<file path="src/design/vna_mul.sv">
module vna_mul (
   input  logic               clock,
   input  logic signed [32:0] op_a,
   input  logic signed [32:0] op_b,
   output logic signed [63:0] prod_ff
);

   logic signed [65:0] prod_in;

   assign prod_in = op_a * op_b;

   always_ff @(posedge clock) begin
      prod_ff <= prod_in[63:0];
   end

endmodule

</file>
<file path="config.mk">
export PLATFORM = sky130hd
export DESIGN_NAME = vna_mul
export DESIGN_NICKNAME = d
export VERILOG_FILES = /design/src/design/vna_mul.sv
export SDC_FILE = /design/constraint.sdc
export NUM_CORES = 2
export LEC_CHECK = 0
export BUFFER_PORTS_ARGS = -buffer_cell sky130_fd_sc_hd__buf_2
export CAP_MARGIN = 10
export CORE_ASPECT_RATIO = 2
export CORE_MARGIN = 2
export CORE_UTILIZATION = 50
export DETAILED_ROUTE_END_ITERATION = 8
export PLACE_DENSITY = 0.66
export SETUP_SLACK_MARGIN = 0.5
export SLEW_MARGIN = 20
export SYNTH_ARGS = -nofsm -noshare
export SYNTH_HDL_FRONTEND = slang
export SYNTH_SLANG_ARGS = --single-unit
export TNS_END_PERCENT = 1
</file>
<file path="constraint.sdc">
create_clock -name clock -period 11.4 [get_ports clock]
set_input_delay 1.14 -clock clock [delete_from_list [all_inputs] [get_ports clock]]
set_output_delay 1.14 -clock clock [all_outputs]
set_load 0.02 [all_outputs]
</file>
* Yosys cells after proc, flatten, opt, wreduce, memory -nomap -nowiden
Cells that the tools add are included.
Cells by class: $mul 1
Operators by type and width (number):
- $mul A33 B33 Y64 | 1
Word-level totals: register bits after elaboration 64, output and inout port bits 64, word-level logic and storage cells 2

* Longest topological paths before layout
depth after elaboration 1, gate-level depth with buffers 28, depth with buffers taken out 26

* Worst setup path after synthesis
Ideal clock, no wire load.
path kind input -> register, start point input port op_a[32], end point register prod_ff[63], setup time 0.072 ns, data arrival time 8.332 ns, required time 11.328 ns, path slack 2.996 ns, stages 24, path buffers 1, path through clkbuf_1 nand2_1 inv_1 fa_1 fa_1 fa_1 inv_1 fa_1 inv_1 fa_1 fa_1 fa_1 inv_1 fa_1 inv_1 ha_1 a21o_1 a21o_1 a21oi_1 nand2_1 o31ai_1 o211ai_1 a21oi_1 xnor2_1
Between the ends: cells in the longest elaborated chain, start to end 1
RTL lines:
- start, declared | RTL line 3 | input logic signed [32:0] op_a,
- $mul A33 B33 Y64 | RTL line 10 | assign prod_in = op_a * op_b;
- net prod_in[63] | RTL line 8 | logic signed [65:0] prod_in;
- end signal, assigned | RTL line 13 | prod_ff <= prod_in[63:0];
- end, declared | RTL line 5 | output logic signed [63:0] prod_ff
The timed path passes the listed nets, and every way through them passes these cells.

* Final worst setup path
start point input port op_a[32], end point register prod_ff[61]
Same word-level chain as after synthesis.

==> impl_results.md <==
* Status: completed
* Inst Count DP at approximately 5.2k
* Nets at between 5k and 6k
* FP Rows at 145
* Fin. max-slew vios at 0
* Initial antenna violation count at 4
* Grt total ovfl at 0
* Crit path DAT at ~9.5 ns
* First-pass GRT wire length at about 190 mm
* Initial drt markers at 1460
* Ys async rst share at 0
* Max FFs per register at 64
* Starting Density at 0.5057
* Biggest regs: prod_ff x64
* Period minus WS final at just over 9 ns
* Fmax at between 0.1 and 0.15 GHz
* CTS clk-pin slew, worst paths at around 0.060 ns
* Synth top area cells: fa_1, inv_1, and2_1, ha_1, nand2_1
* CP Class: primary input to flip-flop
* # port buffers at between 100 and 150
* CP cell instances: buf_2 > nand2_1 > inv_1 > fa_1 > fa_1 > fa_1 > inv_1 > fa_1 > inv_1 > fa_1 > fa_1 > fa_1 > inv_1 > fa_1 > inv_1 > ha_1 > nand4_1 > nor3_1 > o21a_1 > o31ai_1 > o21bai_1 > a21oi_1 > xnor2_1
* Commonest cells in the netlist: fa_1, inv_1, and2_1
* Final Hold Fails at 0
* Root Driver: clkbuf_16
* DRT antenna net count at 0
* Total clock buffers created by CTS at 9
* CTS Sinks at 64
* Worst-margin pin slew at around 1.1 ns
* Synth unique cells at 57
* GRT Overall Usage at 0.3141
* RSZ-0062 raised after global routing: no
* Post-synthesis cell count at approximately 4.2k
* IO Pins at about 130
* Max_slew headroom at 0.2815
* Final Non-Filler Cells at around 5.2k
* Yosys top cell area share at 0.5695
* XOR/XNOR Fraction of Synth Area at 0.01683
* Cell family with most CP delay: adder cells
* YS warnings at 0
* DR vias/cell at 5.497
* Die ar. at slightly above 80000 um2
* Most frequent cell after synthesis: fa_1
* Via count at about 28k
* Post-Synthesis Net Count at 5611
* Most flops, register: prod_ff
* Critical Path Most Common Cell: fa_1
* Number of post-CTS setup repair buffers at 0
* # hold bufs at CTS at 0
* Ratio of cells with drive above 1 in the final layout at 0.04146
* Routability Congestion at approximately 0.93
* Post-synthesis mux area share at 0.0002531
* # H-tree levels at 3
* Vias in the first global route at 32.20k
* Final count of negative-setup-slack endpoints at 0
* Leading area contributor after synthesis: fa_1
* Setup crit end kind: flip-flop
* Synth Area in Adders at 0.6366
* Placeable Area at between 70000 and 80000 um2
* Worst setup SP type: primary input
* TNS Setup at 0 ns
* Largest family of logic cells by synthesized area: adder cells
* Simple-gate share of the synthesized area at 0.1572
* CP max-delay cell: fa_1
* Crit path max fanout at 32
* Final Util at 0.5258
* Syn avg cell area at approximately 9.4 um2
* Routed len/inst at 23.59 um
* Chip width at slightly above 200 um
* Final Routed Wirelength at 122.2 mm
* Crit-path max cell delay at about 0.88 ns
* EDFF count, synth at 0
* Die Ht at 401.7 um
* Period utilization at 0.8106
* DRC at 0
* Req. time, crit path at 11.66 ns
* Area added between synthesis and finish at 3.968%
* Maximum clock path buffer count at 2
* Dpl hpwl at roughly 100 mm
* Worst hold path class: primary input to flip-flop
* CTS tree: done
* Synth Area in Compound Gates at 0.03253
* Post-synthesis sequential area ratio at 0.03240
* Buffers & Inverters on Critical Path at 6
* Post-Synthesis Cell Area at slightly below 40000 um2
* Post-CTS resize count at 0
* Synth Flop Type: dfxtp_1
* DR pass1 iterations at 8
* Register bit total from synthesis at 64
* Largest net degree at the start of global routing at 35
* Max_cap viols at 0
final timing paths:
check	end	slack, ns	cells past startpoint	start
worst max-delay path	prod_ff[61]	2.16	23	op_a[32]
worst min-delay path	prod_ff[0]	1.38	2	op_a[0]
per-layer routing:
layer  track usage  vias to the layer above  routed length, um
met4        0.3645                        2              18180
met5             0                        -                 14
li1              -                    11790                  -
met1        0.2694                    14927              31950
met3       0.03086                      580               5061
met2        0.5810                     1174              66980
area by class of cell:
cell class                      instances  area (um2)
Timing Repair Buffer                  150       800.8
Tap cell                             1029        1287
Inverter                             1086        4076
Clock buffer                            9       225.2
Sequential cell                        64        1281
Fill cell                            7241       37080
Antenna cell                            2       5.005
Clock inverter                          5       83.83
Multi-Input combinational cell       2835       33350
kinds of logic (layout without fill, tap and decap cells):
family,after synthesis,count (layout)
adders and majority gates,1337,1337
buffers and inverters,1308,1250
and+or+nand+nor,1221,1221
AOI/OAI and AO/OA,200,200
xor gates and xnor gates,76,76
DFF,64,64
muxes,1,1
other,0,2
layout by cell type, fill, tap and decap left out, types with 7 or more instances in the layout:
master | netlist | final
nand2_1 | 547 | 547
inv_1 | 1086 | 1086
and2_1 | 548 | 548
buf_2 | 0 | 130
o21a_1 | 18 | 18
ha_1 | 212 | 212
nand2b_1 | 9 | 9
nand4_1 | 12 | 12
nor2_1 | 18 | 18
fa_1 | 1125 | 1125
a211oi_1 | 8 | 8
xor2_1 | 21 | 21
a21o_1 | 18 | 18
dfxtp_1 | 64 | 64
nor2b_1 | 32 | 32
o21bai_1 | 7 | 7
nor3_1 | 11 | 11
a21oi_1 | 69 | 69
buf_4 | 0 | 20
o21ai_0 | 29 | 29
xnor2_1 | 55 | 55
o211ai_1 | 7 | 7
clkbuf_16 | 0 | 9
nand3_1 | 18 | 18
through the flow:
stage,setup WS (ns),hold WS (ns),cell area [um2]
floorplan,2.996,1.267,39540
global placement,1.874,1.555,40800
detailed placement,1.856,1.555,40800
CTS,2.235,1.364,41110
global route,1.668,1.385,41110
finish,2.159,1.380,41110
Power is left out: the tool's default activity adds up to more than one toggle a clock period on the data nets, which glitch-free logic cannot reach.
